$ cat config.mk
export PLATFORM = sky130hd
export DESIGN_NAME = battery_gauge_breathing_led
export DESIGN_NICKNAME = d
export VERILOG_FILES = /design/src/rtl/core/bgbl_pkg.sv /design/src/rtl/core/bgbl_ser_cmp.sv /design/src/rtl/core/bgbl_breathe.sv /design/src/rtl/core/battery_gauge_breathing_led.sv
export SDC_FILE = /design/constraint.sdc
export NUM_CORES = 1
export LEC_CHECK = 0
export BUFFER_PORTS_ARGS = -buffer_cell sky130_fd_sc_hd__buf_2
export CORE_MARGIN = 3
export CORE_UTILIZATION = 35
export DETAILED_ROUTE_END_ITERATION = 8
export GPL_ROUTABILITY_DRIVEN = 0
export SLEW_MARGIN = 40
export SYNTH_ARGS = -nofsm -noshare
export SYNTH_HDL_FRONTEND = slang
export SYNTH_SLANG_ARGS = --single-unit
$ cat constraint.sdc
create_clock -name clk -period 6.69 [get_ports clk]
set_clock_uncertainty 0.1 [all_clocks]
set_input_delay 1.0035 -clock clk [delete_from_list [all_inputs] [get_ports clk]]
set_output_delay 1.0035 -clock clk [all_outputs]
set_load 0.1 [all_outputs]
$ cat src/rtl/core/bgbl_pkg.sv
// shared types, constants and duty table of the battery gauge
package bgbl_pkg;

  // field widths
  localparam int OP_W     = 2;
  localparam int MV_W     = 13;
  localparam int PCT_W    = 7;
  localparam int DUTY_W   = 8;
  localparam int SEG_W    = 2;

  // breathing phase runs 0 .. BREATHE_STEPS-1
  localparam int BREATHE_STEPS = 64;
  localparam int PHASE_W       = (BREATHE_STEPS > 2) ? $clog2(BREATHE_STEPS) : 1;

  // serial compare covers the widest level field
  localparam int CMP_W = MV_W;
  localparam int CNT_W = $clog2(CMP_W + 1);

  // packed port widths
  localparam int IN_DATA_W  = 24;
  localparam int OUT_DATA_W = 16;

  // configuration register indexes
  localparam int CFG_IDX_W = 2;
  localparam logic [CFG_IDX_W-1:0] CFG_VOLT_LO   = 2'd0;
  localparam logic [CFG_IDX_W-1:0] CFG_VOLT_HI   = 2'd1;
  localparam logic [CFG_IDX_W-1:0] CFG_CHARGE_LO = 2'd2;
  localparam logic [CFG_IDX_W-1:0] CFG_CHARGE_HI = 2'd3;

  // threshold reset values
  localparam logic [MV_W-1:0]  VOLT_LO_RST   = 13'd3400;
  localparam logic [MV_W-1:0]  VOLT_HI_RST   = 13'd3800;
  localparam logic [PCT_W-1:0] CHARGE_LO_RST = 7'd34;
  localparam logic [PCT_W-1:0] CHARGE_HI_RST = 7'd67;

  // segment codes
  localparam logic [SEG_W-1:0] SEG_NONE = 2'd0;
  localparam logic [SEG_W-1:0] SEG_ONE  = 2'd1;
  localparam logic [SEG_W-1:0] SEG_TWO  = 2'd2;
  localparam logic [SEG_W-1:0] SEG_THREE = 2'd3;

  // opcode bits: bit 0 picks charge as level, bit 1 picks breathing
  localparam int OP_CHARGE_BIT  = 0;
  localparam int OP_BREATHE_BIT = 1;

  typedef enum logic [1:0] {
    ST_IDLE,
    ST_SHIFT,
    ST_EMIT
  } gauge_state_t;

  // comparator control and status
  typedef struct packed {
    logic start;
  } cmp_ctrl_t;

  typedef struct packed {
    logic busy;
    logic lt_lo;
    logic lt_hi;
  } cmp_stat_t;

  // breathing unit command
  typedef struct packed {
    logic             update;
    logic             breathe;
    logic [SEG_W-1:0] segs;
  } brth_cmd_t;

  typedef logic [DUTY_W-1:0] duty_lut_t [BREATHE_STEPS];

  // duty of one phase: piecewise remap then cubic easing
  function automatic logic [DUTY_W-1:0] duty_of_phase(int unsigned ph);
    int unsigned p;
    int unsigned cube;
    p = (ph * 100) / (BREATHE_STEPS - 1);
    if (p > 100) p = 100;
    if (p < 35) begin
      p = p * 2;
    end else if (p < 70) begin
      p = 70 + ((p - 35) * 25) / 35;
    end else begin
      p = 95 + ((p - 70) * 5) / 30;
    end
    cube = (p * p * p) / 10000;
    return DUTY_W'((cube * 255) / 100);
  endfunction

  function automatic duty_lut_t build_duty_lut();
    duty_lut_t lut;
    for (int i = 0; i < BREATHE_STEPS; i++) begin
      lut[i] = duty_of_phase(i);
    end
    return lut;
  endfunction

  localparam duty_lut_t DUTY_LUT = build_duty_lut();

endpackage

$ cat src/rtl/core/bgbl_ser_cmp.sv
// bit-serial comparison of the level against both thresholds, lsb first
module bgbl_ser_cmp (
  input  logic                      clk,
  input  logic                      rst_n,
  input  bgbl_pkg::cmp_ctrl_t       ctrl,
  input  logic [bgbl_pkg::CMP_W-1:0] level,
  input  logic [bgbl_pkg::CMP_W-1:0] thr_lo,
  input  logic [bgbl_pkg::CMP_W-1:0] thr_hi,
  output bgbl_pkg::cmp_stat_t       stat
);
  import bgbl_pkg::*;

  logic [CMP_W-1:0] lvl_r, lvl_nxt;
  logic [CMP_W-1:0] lo_r, lo_nxt;
  logic [CMP_W-1:0] hi_r, hi_nxt;
  logic [CNT_W-1:0] cnt_r, cnt_nxt;
  logic             lt_lo_r, lt_lo_nxt;
  logic             lt_hi_r, lt_hi_nxt;
  logic             busy;

  assign busy = (cnt_r != '0);

  // one bit per cycle; a higher bit overrides the lower verdict
  always_comb begin
    lvl_nxt   = lvl_r;
    lo_nxt    = lo_r;
    hi_nxt    = hi_r;
    cnt_nxt   = cnt_r;
    lt_lo_nxt = lt_lo_r;
    lt_hi_nxt = lt_hi_r;
    if (ctrl.start) begin
      lvl_nxt   = level;
      lo_nxt    = thr_lo;
      hi_nxt    = thr_hi;
      cnt_nxt   = CNT_W'(CMP_W);
      lt_lo_nxt = 1'b0;
      lt_hi_nxt = 1'b0;
    end else if (busy) begin
      lt_lo_nxt = (~lvl_r[0] & lo_r[0]) | (~(lvl_r[0] ^ lo_r[0]) & lt_lo_r);
      lt_hi_nxt = (~lvl_r[0] & hi_r[0]) | (~(lvl_r[0] ^ hi_r[0]) & lt_hi_r);
      lvl_nxt   = lvl_r >> 1;
      lo_nxt    = lo_r >> 1;
      hi_nxt    = hi_r >> 1;
      cnt_nxt   = cnt_r - 1'b1;
    end
  end

  // control state
  always_ff @(posedge clk) begin
    if (!rst_n) begin
      cnt_r <= '0;
    end else begin
      cnt_r <= cnt_nxt;
    end
  end

  // shift registers and verdicts
  always_ff @(posedge clk) begin
    lvl_r   <= lvl_nxt;
    lo_r    <= lo_nxt;
    hi_r    <= hi_nxt;
    lt_lo_r <= lt_lo_nxt;
    lt_hi_r <= lt_hi_nxt;
  end

  assign stat.busy  = busy;
  assign stat.lt_lo = lt_lo_r;
  assign stat.lt_hi = lt_hi_r;

endmodule

$ cat src/rtl/core/bgbl_breathe.sv
// breathing state: pulse mode, bouncing phase and duty lookup
module bgbl_breathe (
  input  logic                        clk,
  input  logic                        rst_n,
  input  bgbl_pkg::brth_cmd_t         cmd,
  output logic [bgbl_pkg::DUTY_W-1:0] duty
);
  import bgbl_pkg::*;

  localparam logic [PHASE_W-1:0] PHASE_TOP = PHASE_W'(BREATHE_STEPS - 1);

  logic [SEG_W-1:0]   mode_r, mode_nxt;
  logic [PHASE_W-1:0] phase_r, phase_nxt;
  logic               rising_r, rising_nxt;
  logic [PHASE_W-1:0] phase_eff;
  logic               rising_eff;
  logic               restart;

  // a new pulsing segment restarts the breath from zero, rising
  assign restart    = (mode_r != cmd.segs);
  assign phase_eff  = restart ? '0 : phase_r;
  assign rising_eff = restart ? 1'b1 : rising_r;
  assign duty       = DUTY_LUT[phase_eff];

  // next breathing state
  always_comb begin
    mode_nxt   = mode_r;
    phase_nxt  = phase_r;
    rising_nxt = rising_r;
    if (cmd.update) begin
      if (!cmd.breathe) begin
        mode_nxt   = SEG_NONE;
        phase_nxt  = '0;
        rising_nxt = 1'b1;
      end else begin
        mode_nxt   = cmd.segs;
        rising_nxt = rising_eff;
        if (rising_eff) begin
          if (phase_eff < PHASE_TOP) begin
            phase_nxt = phase_eff + 1'b1;
          end else begin
            rising_nxt = 1'b0;
            phase_nxt  = phase_eff - 1'b1;
          end
        end else begin
          if (phase_eff != '0) begin
            phase_nxt = phase_eff - 1'b1;
          end else begin
            rising_nxt = 1'b1;
            phase_nxt  = phase_eff + 1'b1;
          end
        end
      end
    end
  end

  always_ff @(posedge clk) begin
    if (!rst_n) begin
      mode_r   <= SEG_NONE;
      phase_r  <= '0;
      rising_r <= 1'b1;
    end else begin
      mode_r   <= mode_nxt;
      phase_r  <= phase_nxt;
      rising_r <= rising_nxt;
    end
  end

endmodule

$ cat src/rtl/core/battery_gauge_breathing_led.sv
// top level of the three-segment battery gauge with breathing top lit segment
//
// Each accepted item is finished before the next one is accepted: it is
// taken, the level is compared against both thresholds one bit per cycle
// across the 13-bit compare width set by the voltage field, the compare
// settles, and the result register is loaded and the breathing phase stepped
// once it is empty or being read. The result register frees the input side,
// so a new item may be taken while the previous result still waits downstream.
// Thresholds are written through the cfg port, which is always ready; write it
// only while the block is idle. Static opcodes light 1-3 segments; breathe
// opcodes pulse the top lit segment with a duty following an eased 0..63 phase.
module battery_gauge_breathing_led (
  input  logic                              clk,
  input  logic                              rst_n,
  // input stream
  input  logic                              in_tvalid,
  output logic                              in_tready,
  // [12:0] cell_millivolts, [19:13] charge_percent, [23:20] zero
  input  logic [bgbl_pkg::IN_DATA_W-1:0]    in_tdata,
  // [1:0] opcode
  input  logic [bgbl_pkg::OP_W-1:0]         in_tuser,
  // result stream
  output logic                              out_tvalid,
  input  logic                              out_tready,
  // [0] seg_low_on, [1] seg_mid_on, [2] seg_high_on, [4:3] pulse_segment,
  // [12:5] pulse_duty, [15:13] zero
  output logic [bgbl_pkg::OUT_DATA_W-1:0]   out_tdata,
  // threshold writes
  input  logic                              cfg_valid,
  output logic                              cfg_ready,
  input  logic [bgbl_pkg::CFG_IDX_W-1:0]    cfg_index,
  input  logic [bgbl_pkg::MV_W-1:0]         cfg_data
);
  import bgbl_pkg::*;

  gauge_state_t     state_r, state_nxt;
  logic [MV_W-1:0]  volt_lo_r, volt_lo_nxt;
  logic [MV_W-1:0]  volt_hi_r, volt_hi_nxt;
  logic [PCT_W-1:0] chg_lo_r, chg_lo_nxt;
  logic [PCT_W-1:0] chg_hi_r, chg_hi_nxt;
  logic [OP_W-1:0]  op_r, op_nxt;
  logic             out_valid_r, out_valid_nxt;
  logic [OUT_DATA_W-1:0] out_data_r, out_data_nxt;

  logic             in_xfer;
  logic             emit;
  logic             by_charge;
  logic [MV_W-1:0]  in_mv;
  logic [PCT_W-1:0] in_pct;
  logic [CMP_W-1:0] cmp_level;
  logic [CMP_W-1:0] cmp_lo;
  logic [CMP_W-1:0] cmp_hi;
  cmp_ctrl_t        cmp_ctrl;
  cmp_stat_t        cmp_stat;
  brth_cmd_t        brth_cmd;
  logic [DUTY_W-1:0] duty;
  logic [SEG_W-1:0] segs;
  logic             seg_low, seg_mid, seg_high;
  logic [SEG_W-1:0] pulse_seg;
  logic [DUTY_W-1:0] pulse_duty;

  assign in_mv     = in_tdata[MV_W-1:0];
  assign in_pct    = in_tdata[MV_W+PCT_W-1:MV_W];
  assign by_charge = in_tuser[OP_CHARGE_BIT];

  // level and thresholds for the chosen source
  assign cmp_level = by_charge ? CMP_W'(in_pct) : in_mv;
  assign cmp_lo    = by_charge ? CMP_W'(chg_lo_r) : volt_lo_r;
  assign cmp_hi    = by_charge ? CMP_W'(chg_hi_r) : volt_hi_r;

  // next state
  always_comb begin
    state_nxt = state_r;
    case (state_r)
      ST_IDLE:  if (in_tvalid) state_nxt = ST_SHIFT;
      ST_SHIFT: if (!cmp_stat.busy) state_nxt = ST_EMIT;
      ST_EMIT:  if (!out_valid_r || out_tready) state_nxt = ST_IDLE;
      default:  state_nxt = ST_IDLE;
    endcase
  end

  // state outputs
  always_comb begin
    in_tready = 1'b0;
    emit      = 1'b0;
    case (state_r)
      ST_IDLE:  in_tready = 1'b1;
      ST_SHIFT: ;
      ST_EMIT:  emit = !out_valid_r || out_tready;
      default:  ;
    endcase
  end

  assign in_xfer        = in_tvalid && in_tready;
  assign cmp_ctrl.start = in_xfer;
  assign cfg_ready      = 1'b1;

  bgbl_ser_cmp u_cmp (
    .clk    (clk),
    .rst_n  (rst_n),
    .ctrl   (cmp_ctrl),
    .level  (cmp_level),
    .thr_lo (cmp_lo),
    .thr_hi (cmp_hi),
    .stat   (cmp_stat)
  );

  // segment count from the compare verdicts, low threshold first
  always_comb begin
    if (cmp_stat.lt_lo) begin
      segs = SEG_ONE;
    end else if (cmp_stat.lt_hi) begin
      segs = SEG_TWO;
    end else begin
      segs = SEG_THREE;
    end
  end

  assign brth_cmd.update  = emit;
  assign brth_cmd.breathe = op_r[OP_BREATHE_BIT];
  assign brth_cmd.segs    = segs;

  bgbl_breathe u_breathe (
    .clk   (clk),
    .rst_n (rst_n),
    .cmd   (brth_cmd),
    .duty  (duty)
  );

  // result fields; the pulsing segment and those above it read off
  always_comb begin
    if (op_r[OP_BREATHE_BIT]) begin
      seg_low    = (segs == SEG_TWO) || (segs == SEG_THREE);
      seg_mid    = (segs == SEG_THREE);
      seg_high   = 1'b0;
      pulse_seg  = segs;
      pulse_duty = duty;
    end else begin
      seg_low    = 1'b1;
      seg_mid    = (segs == SEG_TWO) || (segs == SEG_THREE);
      seg_high   = (segs == SEG_THREE);
      pulse_seg  = SEG_NONE;
      pulse_duty = '0;
    end
  end

  // result register and its transfer
  always_comb begin
    out_valid_nxt = out_valid_r;
    out_data_nxt  = out_data_r;
    if (out_valid_r && out_tready) out_valid_nxt = 1'b0;
    if (emit) begin
      out_valid_nxt = 1'b1;
      out_data_nxt  = {3'b000, pulse_duty, pulse_seg, seg_high, seg_mid, seg_low};
    end
  end

  // captured opcode
  assign op_nxt = in_xfer ? in_tuser : op_r;

  // threshold writes
  always_comb begin
    volt_lo_nxt = volt_lo_r;
    volt_hi_nxt = volt_hi_r;
    chg_lo_nxt  = chg_lo_r;
    chg_hi_nxt  = chg_hi_r;
    if (cfg_valid && cfg_ready) begin
      case (cfg_index)
        CFG_VOLT_LO:   volt_lo_nxt = cfg_data;
        CFG_VOLT_HI:   volt_hi_nxt = cfg_data;
        CFG_CHARGE_LO: chg_lo_nxt  = cfg_data[PCT_W-1:0];
        CFG_CHARGE_HI: chg_hi_nxt  = cfg_data[PCT_W-1:0];
        default: ;
      endcase
    end
  end

  // control state and configuration
  always_ff @(posedge clk) begin
    if (!rst_n) begin
      state_r     <= ST_IDLE;
      out_valid_r <= 1'b0;
      volt_lo_r   <= VOLT_LO_RST;
      volt_hi_r   <= VOLT_HI_RST;
      chg_lo_r    <= CHARGE_LO_RST;
      chg_hi_r    <= CHARGE_HI_RST;
    end else begin
      state_r     <= state_nxt;
      out_valid_r <= out_valid_nxt;
      volt_lo_r   <= volt_lo_nxt;
      volt_hi_r   <= volt_hi_nxt;
      chg_lo_r    <= chg_lo_nxt;
      chg_hi_r    <= chg_hi_nxt;
    end
  end

  // payload registers
  always_ff @(posedge clk) begin
    op_r       <= op_nxt;
    out_data_r <= out_data_nxt;
  end

  assign out_tvalid = out_valid_r;
  assign out_tdata  = out_data_r;

endmodule

; ---- Word level (Yosys, flattened, before mapping)
; Memory sizes are Yosys's and may differ from the RTL's. A register that Yosys moved wholly into a read port is not among the register bits.
; Index checks and enable logic that the tools add are counted.
[op_classes]
add_sub_neg = 3
n_mul = 0
div_mod_pow = 0
order_cmp = 2
eq_ne = 11
shifts = 0
muxes = 35
bitwise_logic = 13
reduce_logical = 18
[ops]
columns = operator, count
row1 = $mux W13, 9
row2 = $mux W6, 5
row3 = $mux W8, 2
row4 = $mux W1, 11
row5 = $eq A2 B2 Y1 const B, 5
row6 = $mux W2, 5
row7 = $mux W4, 2
row8 = $reduce_and A2 Y1, 4
row9 = $ge A7 B7 Y1 const B, 1
row10 = $not A6 Y7, 1
row11 = $add A6 B1 Y6 const B, 1
row12 = $lt A6 B6 Y1 const B, 1
row13 = $ne A2 B2 Y1 const B, 3
row14 = $pmux W2 S3, 1
row15 = $reduce_bool A6 Y1, 1
row16 = $sub A6 B1 Y6 const B, 1
row17 = $and A1 B1 Y1, 4
row18 = $eq A2 B1 Y1 const B, 2
row19 = $logic_not A2 Y1, 2
row20 = $not A1 Y1, 4
row21 = $reduce_bool A2 Y1, 2
row22 = $reduce_bool A4 Y1, 1
row23 = $sub A4 B1 Y4 const B, 1
row24 = $reduce_and A3 Y1, 1
row25 = 7 further kinds, 12
[totals]
register_bits = 112
latchBits = 0
ramBits = 0
romBits = 512
inputBits = 46
output_inout_bits = 19
elab_cells = 103
mem_count = 1
[mem_list]
columns = memory, depth, word_bits, rd, rd_ports_with_merged_regs, write_ports, line_no
row1 = (name not given), 64, 8, 1, 1, 0, bgbl_breathe.sv:23  ; assign duty = DUTY_LUT[phase_eff];

; ---- Depth between registers and ports, before layout
[depth]
word_depth = 8
mapped_depth = 12
ltp_nobuf = 10

; ---- Hierarchy
; Synthesis repeated with hierarchy kept, for this count alone.
[unflattened]
hier_cells = 554
hier_area_um2 = 5923.2
[by_module_without_submodules]
columns = module, instances, cells_each, area_per_inst_um2, seq_area_each_um2
row1 = battery_gauge_breathing_led, 1, 254, 2705.1, 1281.2
row2 = bgbl_ser_cmp, 1, 120, 1949.4, 1291.2
row3 = bgbl_breathe, 1, 180, 1268.7, 180.2

; ---- Least setup slack after synthesis
; Ideal clock, no wire load.
[synth_path]
kind = reg-to-reg
from = register state_r[1]
to = register u_cmp.hi_r[0] (enable)
arrival_ps = 3096
required_ps = 6193
setup_slack_ps = 3097
stages_incl_launch_ff = 6
n_path_buf = 2
cell_sequence = dfxtp_1 -> nor2_1 -> nand2_1 -> clkbuf_1 -> clkbuf_1 -> nand2_1
[synth_between]
elab_chain_len = 4
[synth_rtl]
columns = element, line_no
row1 = start: declaration, battery_gauge_breathing_led.sv:36  ; gauge_state_t state_r, state_nxt;
row2 = start signal: assignment, battery_gauge_breathing_led.sv:188  ; state_r <= state_nxt;
row3 = $logic_not A2 Y1, battery_gauge_breathing_led.sv:86  ; case (state_r)
row4 = $mux W1, battery_gauge_breathing_led.sv:86
row5 = via in_tready, battery_gauge_breathing_led.sv:17  ; output logic in_tready,
row6 = $logic_and A1 B1 Y1, battery_gauge_breathing_led.sv:94  ; assign in_xfer = in_tvalid && in_tready;
row7 = $reduce_bool A2 Y1 (no source line), n/a
row8 = end signal: assignment, bgbl_ser_cmp.sv:61  ; hi_r <= hi_nxt;
row9 = end: declaration, bgbl_ser_cmp.sv:15  ; logic [CMP_W-1:0] hi_r, hi_nxt;
; The timed path passes the listed nets, and every way through them passes these cells.
; A chain may end at the register's enable or synchronous reset.

; ---- Final worst setup path
[layout_path]
from = register u_cmp.lt_lo_r
to = register out_data_r[5], in the netlist out_tdata[5], data pin
[layout_between]
elab_chain_len = 4
[layout_rtl]
columns = element, line_no
row1 = start: declaration, bgbl_ser_cmp.sv:17  ; logic lt_lo_r, lt_lo_nxt;
row2 = start signal: assignment, bgbl_ser_cmp.sv:62  ; lt_lo_r <= lt_lo_nxt;
row3 = $mux W2, battery_gauge_breathing_led.sv:110  ; if (cmp_stat.lt_lo) begin
row4 = $ne A2 B2 Y1, bgbl_breathe.sv:20  ; assign restart = (mode_r != cmd.segs);
row5 = $mux W6, bgbl_breathe.sv:21  ; assign phase_eff = restart ? '0 : phase_r;
row6 = $not A6 Y7 (implied by the code), bgbl_breathe.sv:23
row7 = end: declaration, battery_gauge_breathing_led.sv:43  ; logic [OUT_DATA_W-1:0] out_data_r, out_data_nxt;
; Every way passes these cells.

==> flow_summary.ini <==
[clock_network]
cts_buffer_depth = 2
clk_pin_slew_worst_paths_ps = 70
cts_tree = yes
clock_latency_ps = 350
post_cts_buffers = 0
cts_sinks = 111
holdBufCountCts = 0
cts-resized-gates = 0
cts_buffers = 9
clockRootBuffer = clkbuf_16
htreeDepth = 3

[synthesis]
synthMuxAreaShare = 0.0490
synth_ff_type = dfxtp_1
synth_area_leader_cell = edfxtp_1
synth_edf_count = 53
synthSimpleGateAreaFrac = 0.210
synth_cell_types = 53
ys_seq_elements = 111
yosys_warnings = 0
async_reset_ff_frac = 0
syn_area_um2 = 5560
netlist_instances = 604
yosysTopAreaCellShare = 0.286
ys_seq_area_frac = 0.495
ys_top_cells_by_area = edfxtp_1 29%, dfxtp_1 21%, nand2_1 8.0%
synthXorXnorAreaFrac = 0.00945
avgSynthCellArea_um2 = 9.21
synthAdderAreaFrac = 0.0315
synth-compound-area-share = 0.152
yosysMostFrequentCell = nand2_1
synth_top_family_by_area = simple AND/OR/NAND/NOR gates
synth_common_cells = 119 x nand2_1, 58 x dfxtp_1, 53 x edfxtp_1

[cells_and_area]
final_cell_area_um2 = 6190
final_cells = 848
area_delta_synth_final_pct = 11.3
fill_cells = 1558
drive_gt1_frac = 0.137
fin_nets = 692
diodes = 0

[detailed_routing]
drcViolationCount = 0
vias_per_cell = 4.96
totalWireLength_um = 11600
postRouteAntennaNets = 0
vias = 4203
drt_iter0_markers = 249
wire_per_inst_um = 13.7
dr.pass1.iters = 4

[grt]
grt_max_degree = 54
grt_pass1_wl_um = 19700
antenna_found_initial = 0
grt_pass1_vias = 4070
grt_usage = 0.136
overflow = 0

[critical_path]
rr_worst_depth = 9
r2r_end = out_tdata[5]
critPathBufInv = 1
start_kind = register
worst-path-max-fanout = 18
critical-path-top-delay-family = compound AO/OA/AOI/OAI gates
path_cells = and3b_1 -> a31o_1 -> nand2_1 -> ha_1 -> inv_1 -> mux4_2 -> o21ai_0 -> nand2_1 -> a21oi_1
slowest_delay_ps = 570
critPathSlowestCell = a31o_1
end_kind = register
crit_required_ps = 6790
r2r_start = u_cmp.lt_lo_r
crit_type = reg2reg
cp_common_cell = nand2_1
cp.arrival_ps = 3210
r2r_slack_ps = 3580

[floorplan]
rows = 45
initial_utilization = 0.362
die_x_um = 132
die_y_um = 132
num_io_pins = 65
core_area_um2 = 15400
die-area_um2 = 17400

[power_and_ir_drop]
comb_power_share = 0.188
leakage_nw = 2.41
seqPwrFrac = 0.535
p_switching_w = 0.000531
p_clk_frac = 0.277
p_per_area_nw_per_um2 = 292
p_sw_frac = 0.294
p_int_w = 0.00127
ir_drop_mv = 0.143

[timing]
min_period_over_period = 0.465
period_needed_ps = 3110
max_freq_ghz = 0.322
worstMarginPinSlew_ps = 738
setup_tns_ps = 0
finalSetupViolations = 0
hold_viol = 0
drv_slew = 0
relSlewSlack = 0.508
grt_setup_unrepaired = false

[placed_design]
place_inst = 832
hpwl_um = 7810
port_buffers = 56
placed_cell_area_um2 = 5920

[run_status]
outcome = finished clean

[hold_path]
holdCritStartpoint = volt_lo_r[12]
min_to = volt_lo_r[12]
hold_depth = 2
hold_path_class = reg2reg

[job]
maxCapViolCount = 0
tightest hold or removal path: cells and delay by family (launching register included):
| family | cells | cell delay, ps |
|---|---|---|
| and+or+nand+nor | 1 | 50 |
| DFF | 1 | 310 |
| AOI/OAI and AO/OA | 1 | 60 |
per-stage QoR:
step | hold slack (ps) | setup WS (ps) | total power [W] | util
after detailed placement | 354 | 3570 | 0.00133 | 0.385
final | 362 | 3580 | 0.00180 | 0.403
after global placement | 351 | 3450 | 0.00131 | 0.384
after floorplan | 339 | 3100 | 0.00123 | -
after CTS | 370 | 3560 | 0.00184 | 0.403
after global routing | 380 | 3290 | 0.00192 | 0.403
layout by cell type (no fill, tap or decap), types with 5 or more instances in the layout:
| cell type | n |
|---|---|
| nand2b_1 | 23 |
| o21ai_0 | 35 |
| buf_4 | 6 |
| a21oi_1 | 41 |
| nand2_1 | 118 |
| nor2_1 | 42 |
| inv_1 | 13 |
| clkbuf_16 | 9 |
| dfxtp_1 | 56 |
| nand3_1 | 27 |
| mux2i_1 | 25 |
| xnor2_1 | 5 |
| edfxtp_1 | 53 |
| a21boi_0 | 30 |
| nor3_1 | 5 |
| nor3b_1 | 5 |
| buf_2 | 54 |
| ha_1 | 14 |
metal layers:
metal,track usage,routed length [µm]
met3,0.0382,525
met4,0.0403,208
met5,0,0
met2,0.226,5500
met1,0.172,5390
final cells by class:
class / count / area (µm²) / area share
sequential: 111 / 2760 / 0.445
multi-input combinational: 436 / 2530 / 0.409
timing repair buffer: 60 / 315 / 0.0509
tap: 211 / 264 / 0.0426
clock buffer: 10 / 229 / 0.0370
inverter: 14 / 52.6 / 0.00849
clock inverter: 6 / 42.5 / 0.00687
worst max path at each step:
stage | slack, ps | cells past startpoint | startpoint | end
finish | 3580 | 9 | u_cmp.lt_lo_r | out_tdata[5]
global route | 3290 | 9 | u_cmp.lt_lo_r | out_tdata[8]
CTS | 3560 | 9 | u_cmp.lt_hi_r | out_tdata[5]
detailed placement | 3570 | 9 | u_cmp.lt_hi_r | out_tdata[5]
global placement | 3450 | 5 | in_tvalid | u_cmp.lo_r[0]
floorplan | 3100 | 5 | state_r[1] | u_cmp.hi_r[0]
registers in the layout (all words and copies together), names as in the netlist:
register            count
chg_lo_r                7
u_breathe.phase_r       6
u_cmp.lvl_r            13
u_breathe.mode_r        2
u_cmp.hi_r             13
u_breathe.rising_r      1
u_cmp.lt_lo_r           1
chg_hi_r                7
u_cmp.lo_r             13
out_tdata              13
state_r                 2
u_cmp.cnt_r             4
volt_lo_r              13
u_cmp.lt_hi_r           1
out_tvalid              1
volt_hi_r              13
op_r                    1
logic make-up (layout without fill, tap and decap cells):
group	Yosys count	after routing
adder cells (fa/ha/maj)	14	14
AND/OR/NAND/NOR	249	249
buffers and inverters	59	90
AO/OA/AOI/OAI	137	137
other	2	4
flip-flops	111	111
multiplexers	26	26
XOR/XNOR	6	6
power groups by stage:
| stage | clock [W] | sequential, W | combinational (W) |
|---|---|---|---|
| floorplan | 0 | 0.000986 | 0.000243 |
| global placement | 0 | 0.000978 | 0.000330 |
| detailed placement | 0 | 0.000982 | 0.000344 |
| CTS | 0.000523 | 0.000968 | 0.000346 |
| global route | 0.000543 | 0.000984 | 0.000393 |
| finish | 0.000499 | 0.000966 | 0.000339 |
Power figures use the tool's default switching activity.
